--- src/srarq_pkg.sv ---
// Shared types, constants and helpers for the selective-repeat ARQ endpoint.
// No dependencies.
package srarq_pkg;

	localparam int SEQ_W = 3;
	localparam int SLOT_W = 2;
	localparam int PAY_W = 32;
	localparam int NRB = 4;
	localparam logic [SEQ_W-1:0] SEQ_MAX = 3'd7;

	localparam logic [2:0] REQ_NEW = 3'd0;
	localparam logic [2:0] REQ_FRAME = 3'd1;
	localparam logic [2:0] REQ_CKSUM = 3'd2;
	localparam logic [2:0] REQ_TIMEOUT = 3'd3;
	localparam logic [2:0] REQ_ACKTO = 3'd4;

	localparam logic [1:0] KIND_DATA = 2'd0;
	localparam logic [1:0] KIND_ACK = 2'd1;
	localparam logic [1:0] KIND_NAK = 2'd2;

	localparam logic [1:0] OUT_TX = 2'd0;
	localparam logic [1:0] OUT_DELIVER = 2'd1;
	localparam logic [1:0] OUT_STOP = 2'd2;
	localparam logic [1:0] OUT_STATUS = 2'd3;

	typedef struct packed {
		logic [2:0] req_type;
		logic [1:0] rx_kind;
		logic [2:0] rx_seq;
		logic [2:0] rx_ack;
		logic [31:0] data_word;
		logic [2:0] expired_seq;
	} req_t;

	typedef struct packed {
		logic [1:0] out_type;
		logic [1:0] tx_kind;
		logic [2:0] tx_seq;
		logic [2:0] tx_ack;
		logic [31:0] payload_out;
		logic [1:0] timer_slot;
		logic timer_start;
		logic ack_timer_stop;
		logic net_enable;
		logic rejected;
		logic last;
	} res_t;

	// controller -> datapath commands
	typedef struct packed {
		logic load;
		logic new_pkt;
		logic rx_data;
		logic deliver;
		logic ack_stop;
		logic emit_tx;
		logic commit;
		logic [1:0] tx_kind;
		logic tx_from_req;
		logic tx_nak_retx;
		logic ack_pop;
	} cmd_t;

	// datapath -> controller status
	typedef struct packed {
		req_t req;
		logic full;
		logic nak_allowed;
		logic rseq_is_low;
		logic rx_accept;
		logic deliver_ready;
		logic nak_retx_ok;
		logic ack_pending;
	} sts_t;

	function automatic logic [SEQ_W-1:0] wrap_inc(input logic [SEQ_W-1:0] v);
		return (v == SEQ_MAX) ? '0 : v + 3'd1;
	endfunction

	function automatic logic in_window(input logic [SEQ_W-1:0] a, input logic [SEQ_W-1:0] b,
			input logic [SEQ_W-1:0] c);
		return ((a <= b) && (b < c)) || ((c < a) && (a <= b)) || ((b < c) && (c < a));
	endfunction

endpackage

--- src/srarq_dp.sv ---
// Datapath of the ARQ endpoint: window edges, arrival map, packet buffers, result word.
// Depends on srarq_pkg.
module srarq_dp (
	input  logic clk,
	input  logic arst_n,
	input  srarq_pkg::req_t req_in,
	input  srarq_pkg::cmd_t cmd,
	output srarq_pkg::sts_t sts,
	output srarq_pkg::res_t res
);
	srarq_pkg::req_t req_q;
	logic [2:0] snd_lo_q, snd_nx_q, rcv_lo_q, rcv_hi_q, cnt_q;
	logic nak_ok_q, stopflag_q, rej_q;
	logic [3:0] amap_q;
	logic [31:0] outb_q [4];
	logic [31:0] inb_q [4];
	logic [2:0] tx_seq;
	logic [2:0] nak_s;

	assign nak_s = srarq_pkg::wrap_inc(req_q.rx_ack);
	always_comb begin
		if (cmd.tx_from_req) tx_seq = req_q.expired_seq;
		else if (cmd.tx_nak_retx) tx_seq = nak_s;
		else tx_seq = snd_nx_q;
	end

	assign sts.req = req_q;
	assign sts.full = cnt_q >= 3'(srarq_pkg::NRB);
	assign sts.nak_allowed = nak_ok_q;
	assign sts.rseq_is_low = req_q.rx_seq == rcv_lo_q;
	assign sts.rx_accept = srarq_pkg::in_window(rcv_lo_q, req_q.rx_seq, rcv_hi_q)
		&& !amap_q[req_q.rx_seq[1:0]];
	assign sts.deliver_ready = amap_q[rcv_lo_q[1:0]];
	assign sts.nak_retx_ok = srarq_pkg::in_window(snd_lo_q, nak_s, snd_nx_q);
	assign sts.ack_pending = srarq_pkg::in_window(snd_lo_q, req_q.rx_ack, snd_nx_q);

	always_ff @(posedge clk) begin
		if (cmd.load) req_q <= req_in;
		if (cmd.new_pkt && !sts.full) outb_q[snd_nx_q[1:0]] <= req_q.data_word;
		if (cmd.rx_data) inb_q[req_q.rx_seq[1:0]] <= req_q.data_word;
	end

	always_ff @(posedge clk or negedge arst_n) begin
		if (!arst_n) begin
			snd_lo_q <= '0;
			snd_nx_q <= '0;
			rcv_lo_q <= '0;
			rcv_hi_q <= 3'(srarq_pkg::NRB);
			cnt_q <= '0;
			nak_ok_q <= 1'b1;
			amap_q <= '0;
			stopflag_q <= 1'b0;
			rej_q <= 1'b0;
		end else begin
			if (cmd.load) begin
				stopflag_q <= 1'b0;
				rej_q <= 1'b0;
			end
			if (cmd.new_pkt) begin
				if (sts.full) rej_q <= 1'b1;
				else begin
					cnt_q <= cnt_q + 3'd1;
				end
			end
			if (cmd.emit_tx && cmd.commit && cmd.tx_kind == srarq_pkg::KIND_DATA
					&& !cmd.tx_from_req && !cmd.tx_nak_retx)
				snd_nx_q <= srarq_pkg::wrap_inc(snd_nx_q);
			if (cmd.emit_tx && cmd.commit && cmd.tx_kind == srarq_pkg::KIND_NAK)
				nak_ok_q <= 1'b0;
			if (cmd.ack_stop) stopflag_q <= 1'b1;
			if (cmd.rx_data) amap_q[req_q.rx_seq[1:0]] <= 1'b1;
			if (cmd.deliver && cmd.commit) begin
				nak_ok_q <= 1'b1;
				amap_q[rcv_lo_q[1:0]] <= 1'b0;
				rcv_lo_q <= srarq_pkg::wrap_inc(rcv_lo_q);
				rcv_hi_q <= srarq_pkg::wrap_inc(rcv_hi_q);
			end
			if (cmd.ack_pop && cmd.commit) begin
				if (cnt_q != 3'd0) cnt_q <= cnt_q - 3'd1;
				snd_lo_q <= srarq_pkg::wrap_inc(snd_lo_q);
			end
		end
	end

	always_comb begin
		res = '0;
		if (cmd.emit_tx) begin
			res.out_type = srarq_pkg::OUT_TX;
			res.tx_kind = cmd.tx_kind;
			res.tx_ack = rcv_lo_q + srarq_pkg::SEQ_MAX;
			res.ack_timer_stop = 1'b1;
			if (cmd.tx_kind == srarq_pkg::KIND_DATA) begin
				res.tx_seq = tx_seq;
				res.payload_out = outb_q[tx_seq[1:0]];
				res.timer_slot = tx_seq[1:0];
				res.timer_start = 1'b1;
			end
		end else if (cmd.deliver) begin
			res.out_type = srarq_pkg::OUT_DELIVER;
			res.payload_out = inb_q[rcv_lo_q[1:0]];
			res.ack_timer_stop = 1'b1;
		end else if (cmd.ack_pop) begin
			res.out_type = srarq_pkg::OUT_STOP;
			res.timer_slot = snd_lo_q[1:0];
		end else begin
			res.out_type = srarq_pkg::OUT_STATUS;
			res.ack_timer_stop = stopflag_q;
			res.net_enable = !sts.full;
			res.rejected = rej_q;
			res.last = 1'b1;
		end
	end
endmodule

--- src/srarq_ctrl.sv ---
// Controller of the ARQ endpoint: sequences one event into its result words.
// Depends on srarq_pkg.
module srarq_ctrl (
	input  logic clk,
	input  logic arst_n,
	input  logic in_valid,
	output logic in_ready,
	input  logic out_ready,
	output logic out_valid,
	input  srarq_pkg::sts_t sts,
	output srarq_pkg::cmd_t cmd
);
	localparam logic [2:0] ST_IDLE = 3'd0;
	localparam logic [2:0] ST_DISPATCH = 3'd1;
	localparam logic [2:0] ST_WAIT_TX = 3'd2;
	localparam logic [2:0] ST_DELIVER = 3'd3;
	localparam logic [2:0] ST_NAKRETX = 3'd4;
	localparam logic [2:0] ST_ACKPOP = 3'd5;
	localparam logic [2:0] ST_STATUS = 3'd6;

	logic [2:0] state_q, state_d;
	logic [2:0] guard_q, guard_d;
	srarq_pkg::cmd_t pcmd_q, pcmd_d;
	logic [2:0] after_q, after_d;

	assign in_ready = state_q == ST_IDLE;

	always_comb begin
		state_d = state_q;
		guard_d = guard_q;
		pcmd_d = pcmd_q;
		after_d = after_q;
		cmd = '0;
		out_valid = 1'b0;
		case (state_q)
			ST_IDLE: begin
				cmd.load = in_valid;
				if (in_valid) state_d = ST_DISPATCH;
			end
			ST_DISPATCH: begin
				state_d = ST_STATUS;
				pcmd_d = '0;
				pcmd_d.emit_tx = 1'b1;
				case (sts.req.req_type)
					srarq_pkg::REQ_NEW: begin
						cmd.new_pkt = 1'b1;
						if (!sts.full) begin
							state_d = ST_WAIT_TX;
							after_d = ST_STATUS;
						end
					end
					srarq_pkg::REQ_FRAME: begin
						guard_d = '0;
						after_d = (sts.req.rx_kind == srarq_pkg::KIND_NAK) ? ST_NAKRETX : ST_ACKPOP;
						state_d = after_d;
						if (sts.req.rx_kind == srarq_pkg::KIND_DATA) begin
							if (sts.rx_accept) cmd.rx_data = 1'b1;
							if (!sts.rseq_is_low && sts.nak_allowed) begin
								pcmd_d.tx_kind = srarq_pkg::KIND_NAK;
								state_d = ST_WAIT_TX;
								after_d = sts.rx_accept ? ST_DELIVER : after_d;
							end else begin
								cmd.ack_stop = 1'b1;
								if (sts.rx_accept) state_d = ST_DELIVER;
							end
						end
					end
					srarq_pkg::REQ_CKSUM: begin
						if (sts.nak_allowed) begin
							pcmd_d.tx_kind = srarq_pkg::KIND_NAK;
							state_d = ST_WAIT_TX;
							after_d = ST_STATUS;
						end
					end
					srarq_pkg::REQ_TIMEOUT: begin
						pcmd_d.tx_from_req = 1'b1;
						state_d = ST_WAIT_TX;
						after_d = ST_STATUS;
					end
					srarq_pkg::REQ_ACKTO: begin
						pcmd_d.tx_kind = srarq_pkg::KIND_ACK;
						state_d = ST_WAIT_TX;
						after_d = ST_STATUS;
					end
					default: state_d = ST_STATUS;
				endcase
			end
			ST_WAIT_TX: begin
				out_valid = 1'b1;
				cmd.emit_tx = 1'b1;
				cmd.commit = out_ready;
				cmd.tx_kind = pcmd_q.tx_kind;
				cmd.tx_from_req = pcmd_q.tx_from_req;
				cmd.tx_nak_retx = pcmd_q.tx_nak_retx;
				if (out_ready) state_d = after_q;
			end
			ST_DELIVER: begin
				if (sts.deliver_ready && guard_q < 3'(srarq_pkg::NRB)) begin
					out_valid = 1'b1;
					cmd.deliver = 1'b1;
					cmd.commit = out_ready;
					if (out_ready) guard_d = guard_q + 3'd1;
				end else begin
					guard_d = '0;
					state_d = ST_ACKPOP;
				end
			end
			ST_NAKRETX: begin
				if (sts.nak_retx_ok) begin
					pcmd_d = '0;
					pcmd_d.emit_tx = 1'b1;
					pcmd_d.tx_nak_retx = 1'b1;
					after_d = ST_ACKPOP;
					state_d = ST_WAIT_TX;
				end else state_d = ST_ACKPOP;
				guard_d = '0;
			end
			ST_ACKPOP: begin
				if (sts.ack_pending && guard_q < 3'(srarq_pkg::NRB)) begin
					out_valid = 1'b1;
					cmd.ack_pop = 1'b1;
					cmd.commit = out_ready;
					if (out_ready) guard_d = guard_q + 3'd1;
				end else state_d = ST_STATUS;
			end
			ST_STATUS: begin
				out_valid = 1'b1;
				if (out_ready) state_d = ST_IDLE;
			end
			default: state_d = ST_IDLE;
		endcase
	end

	always_ff @(posedge clk or negedge arst_n) begin
		if (!arst_n) begin
			state_q <= ST_IDLE;
			guard_q <= '0;
			pcmd_q <= '0;
			after_q <= ST_STATUS;
		end else begin
			state_q <= state_d;
			guard_q <= guard_d;
			pcmd_q <= pcmd_d;
			after_q <= after_d;
		end
	end

`ifndef SYNTHESIS
	a_guard: assert property (@(posedge clk) disable iff (!arst_n)
		guard_q <= 3'(srarq_pkg::NRB)) else $error("loop guard overrun");
	a_one: assert property (@(posedge clk) disable iff (!arst_n)
		$onehot0({cmd.emit_tx, cmd.deliver, cmd.ack_pop})) else $error("two items at once");
	a_idle: assert property (@(posedge clk) disable iff (!arst_n)
		in_ready |-> !out_valid) else $error("output while idle");
`endif
endmodule

--- src/selective_repeat_arq_endpoint_top.sv ---
// Top level of the selective-repeat ARQ endpoint.
// Depends on srarq_pkg, srarq_ctrl, srarq_dp.
//  channel  dir  fields
//  s_axis   in   tuser=req_type; tdata=rx_kind,rx_seq,rx_ack,data_word,expired_seq
//  m_axis   out  tuser=out_type; tdata=tx_kind..rejected; tlast=last
// The controller sequences one event at a time; deliveries and acks walk up to four slots.
// arst_n clears window state; buffers need no clearing. Output stalls hold the sequencer.
module selective_repeat_arq_endpoint_top (
	input  logic clk,
	input  logic arst_n,
	input  logic s_axis_tvalid,
	output logic s_axis_tready,
	input  logic [2:0] s_axis_tuser,   // req_type
	input  logic [47:0] s_axis_tdata,  // rx_kind, rx_seq, rx_ack, data_word, expired_seq
	output logic m_axis_tvalid,
	input  logic m_axis_tready,
	output logic [1:0] m_axis_tuser,   // out_type
	// tx_kind, tx_seq, tx_ack, payload_out, timer_slot, timer_start, ack_timer_stop,
	// net_enable, rejected
	output logic [47:0] m_axis_tdata,
	output logic m_axis_tlast
);
	srarq_pkg::req_t req;
	srarq_pkg::cmd_t cmd;
	srarq_pkg::sts_t sts;
	srarq_pkg::res_t res;

	assign req.req_type = s_axis_tuser;
	assign req.rx_kind = s_axis_tdata[1:0];
	assign req.rx_seq = s_axis_tdata[4:2];
	assign req.rx_ack = s_axis_tdata[7:5];
	assign req.data_word = s_axis_tdata[39:8];
	assign req.expired_seq = s_axis_tdata[42:40];

	srarq_ctrl u_ctrl (.clk, .arst_n, .in_valid(s_axis_tvalid), .in_ready(s_axis_tready),
		.out_ready(m_axis_tready), .out_valid(m_axis_tvalid), .sts, .cmd);

	srarq_dp u_dp (.clk, .arst_n, .req_in(req), .cmd, .sts, .res);

	assign m_axis_tuser = res.out_type;
	assign m_axis_tlast = res.last;
	assign m_axis_tdata = {2'b00, res.rejected, res.net_enable,
		res.ack_timer_stop, res.timer_start, res.timer_slot, res.payload_out, res.tx_ack,
		res.tx_seq, res.tx_kind};
endmodule

--- config.mk ---
export PLATFORM = sky130hd
export DESIGN_NAME = selective_repeat_arq_endpoint_top
export DESIGN_NICKNAME = d
export VERILOG_FILES = /design/src/srarq_pkg.sv /design/src/srarq_dp.sv /design/src/srarq_ctrl.sv /design/src/selective_repeat_arq_endpoint_top.sv
export SDC_FILE = /design/constraint.sdc
export NUM_CORES = 1
export LEC_CHECK = 0
export BUFFER_PORTS_ARGS = -buffer_cell sky130_fd_sc_hd__buf_2
export CAP_MARGIN = 5
export CORE_ASPECT_RATIO = 0.7
export CORE_MARGIN = 2
export CORE_UTILIZATION = 40
export CTS_CLUSTER_SIZE = 28
export DETAILED_ROUTE_END_ITERATION = 7
export PLACE_DENSITY = 0.6
export SLEW_MARGIN = 20
export SYNTH_ARGS = -nofsm -noshare
export SYNTH_HDL_FRONTEND = slang
export SYNTH_SLANG_ARGS = --single-unit
--- constraint.sdc ---
create_clock -name clk -period 14.7 [get_ports clk]
set_input_delay 0 -clock clk [delete_from_list [all_inputs] [get_ports clk]]
set_output_delay 0 -clock clk [all_outputs]
set_load 0.02 [all_outputs]
==> metrics.yaml <==
routing:
  viasPerCell: 5.17
  wirelength_um: 30000
  drc: 0
  vias: 7244
  first_iter_violations: 584
  drt_pass1_iterations: 5
  ant_nets: 0
  wire_per_inst_um: 21.4
global_routing:
  grt_use_total_pct: 16.9
  gr-total-overflow: 0
  grt_max_degree: 40
  antenna_found_initial: 0
  grt_pass1_vias: 7387
  grt_pass1_wl_um: 45700
final_layout:
  stdcell_area_um2: 16400
  drive_above_1_share_pct: 27.1
  instances_no_fill: 1401
  n_antenna_cell: 0
  layout_common_cells: "302 x edfxtp_1, 100 x buf_2, 66 x mux4_2"
  nNetsFinal: 1010
  num-fill-cells: 2852
  area_growth_pct: 18.7
  layout_commonest_cell: "edfxtp_1"
outcome:
  status: "complete, no violations"
sta:
  hold_viol_final: 0
  fin_setup_tns_ps: 0
  rsz0062_at_grt: "no"
  holdWs_ps: 120
  worst_pin_slew_ps: 1080
  drv_slew: 0
  period_share_pct: 29.1
  fin_crit_ps: 4280
  relSlewSlack_pct: 27.8
  setup_viol: 0
  skew_ps: 16.5
  clock.fmax_mhz: 234
synthesis:
  async_flop_share_pct: 10.4
  seq_area_frac_synth_pct: 72.0
  ys_types: 61
  ys.flop_type: "edfxtp_1"
  ys_ff_latch: 337
  syn_area_per_cell_um2: 18.4
  syn-cell-area_um2: 13800
  ys_warn_count: 0
  synthCells: 751
  synth_edf_count: 302
min_path:
  hp-class: "input port to asynchronous set/reset pin"
die:
  die-area_um2: 36100
  die_h_um: 160
  rows: 56
  die_w_um: 226
  pin_count: 108
  core-area_um2: 33800
  start_util_pct: 40.9
clock_tree:
  cts-buffers-inserted: 34
  cts_resized: 0
  clk_latency_ps: 540
  cts_setup_buffers: 0
  root_buffer: "clkbuf_16"
  cts.clk_slew.worst_paths_ps: 60
  clockBufferDepth: 3
  tritoncts: "done"
  htreeDepth: 2
  cts_hold_buf: 49
  cts_sinks: 337
critical_path:
  cp-end-kind: "output pin"
  path_buf_inv: 2
  ff2ff_path_depth: 9
  r2r_end: "u_dp.inb_q[1][9]"
  crit_type: "register to output pin"
  worst_ep_required_time_ps: 14700
  rr_startpoint: "u_dp.rcv_lo_q[0]"
  cpPeakStageDelay_ps: 600
  path_cells: "nand2b_1, or2_1, nor2_8, o22ai_4, buf_4, mux4_2, a22o_1, buf_2"
  rrSetupSlack_ps: 10810
  path_max_fanout: 21
  cp.arrival_ps: 4280
  slowest_stage: "o22ai_4"
  path_delay_family: "simple AND/OR/NAND/NOR gates"
  crit_path_start_kind: "register"
power:
  power.internal_mw: 2.03
  combPwrFrac_pct: 30.2
  seqPwrFrac_pct: 42.5
  clkPwrFrac_pct: 27.4
  irDropWorstVdd_uv: 102
  switching_share_pct: 32.7
  leakage_nw: 5.84
  p_per_area_nw_per_um2: 184
  net-switching-power_mw: 0.985
placed_design:
  gp_congestion: 0.818
  port_buffers: 100
  dp_hpwl_um: 16600
  dp.cells: 1294
  dpl-instance-area_um2: 14900
run:
  drv_cap: 0
-- cell families after synthesis --
group / Yosys count / synth area share [%]
xor gates and xnor gates: 2 / 0.127
adders and majority gates: 43 / 3.84
DFF: 337 / 72.0
AOI/OAI and AO/OA: 115 / 5.98
other: 1 / 0.0271
buffers and inverters: 59 / 1.95
and+or+nand+nor: 122 / 4.84
muxes: 72 / 11.2
-- stage by stage --
stage / worst slack [ps] / utilization [%] / power (mW)
after global routing: 10100 / 48.6 / 3.17
after CTS: 10330 / 48.6 / 3.04
after global placement: 10770 / 44.0 / 2.20
final: 10420 / 48.6 / 3.01
after floorplan: 9420 / - / 1.93
after detailed placement: 10750 / 44.0 / 2.21
-- synthesized netlist by cell type, types with 7 or more instances --
cell,count,area [µm²]
clkbuf_1,19,71.3
nor2_1,31,116
nand2_1,26,97.6
edfxtp_1,302,9070
dfrtp_1,31,776
inv_1,26,97.6
a22o_1,34,298
and2_1,10,62.6
mux4_2,66,1490
a21oi_1,17,85.1
nor3_1,10,50.1
nor2b_1,7,43.8
ha_1,40,500
a21o_1,7,52.6
o21ai_0,27,135
-- layout make-up --
type,count,area (µm²),share of cell area [%]
sequential,337,9950,60.7
multi-input combinational,356,3650,22.3
timing repair buffer,159,1070,6.50
clock buffer,41,877,5.35
tap,464,581,3.54
clock inverter,17,171,1.05
inverter,27,101,0.618
-- per-layer routing --
metal | GRT usage, % | share of wire (%) | wire [µm] | vias to the layer above
met5 | 0 | 0 | 0 | -
met4 | 3.53 | 1.3 | 380 | 0
met1 | 25.0 | 49 | 14600 | 3702
met3 | 3.19 | 4.5 | 1350 | 31
met2 | 26.4 | 46 | 13700 | 168
li1 | - | - | - | 3343
-- power by group through the flow --
| stage | sequential (mW) | combinational, mW | clock (mW) |
|---|---|---|---|
| final | 1.28 | 0.907 | 0.824 |
| after global routing | 1.29 | 0.999 | 0.878 |
| after CTS | 1.28 | 0.922 | 0.844 |
| after detailed placement | 1.30 | 0.909 | 0 |
| after global placement | 1.30 | 0.900 | 0 |
| after floorplan | 1.23 | 0.703 | 0 |
-- state kept, by name (all words and copies together), names as in the netlist --
| name | count |
|---|---|
| u_ctrl.guard_q | 3 |
| u_dp.rej_q | 1 |
| u_dp.nak_ok_q | 1 |
| u_dp.snd_lo_q | 3 |
| u_dp.rcv_hi_q | 3 |
| u_dp.outb_q | 128 |
| u_ctrl.after_q | 3 |
| u_dp.sts | 46 |
| u_dp.cnt_q | 3 |
| u_dp.amap_q | 4 |
| u_ctrl.pcmd_q | 4 |
| u_dp.inb_q | 128 |
| u_dp.snd_nx_q | 3 |
| u_ctrl.state_q | 3 |
| u_dp.rcv_lo_q | 3 |
| u_dp.stopflag_q | 1 |
-- worst max path at each step --
stage | startpoint | end | slack, ps | depth (start not counted)
after CTS | u_ctrl.state_q[0] | m_axis_tdata[13] | 10330 | 8
after global placement | u_dp.rcv_lo_q[0] | u_dp.inb_q[3][21] | 10770 | 9
final | u_ctrl.state_q[0] | m_axis_tdata[30] | 10420 | 8
after detailed placement | u_dp.rcv_lo_q[0] | u_dp.inb_q[2][21] | 10750 | 9
after global routing | u_ctrl.state_q[0] | m_axis_tdata[13] | 10100 | 8
after floorplan | u_dp.rcv_lo_q[0] | u_dp.inb_q[1][0] | 9420 | 9
-- worst reg2reg max path, delay by kind of cell (launching register included) --
family                     cells  cell delay, ps
buffers and inverters          3            1440
adders and majority gates      2             770
DFF                            1             340
and+or+nand+nor                3             790
AOI/OAI and AO/OA              1             160
Note: power is estimated with default switching activity, not from simulation.
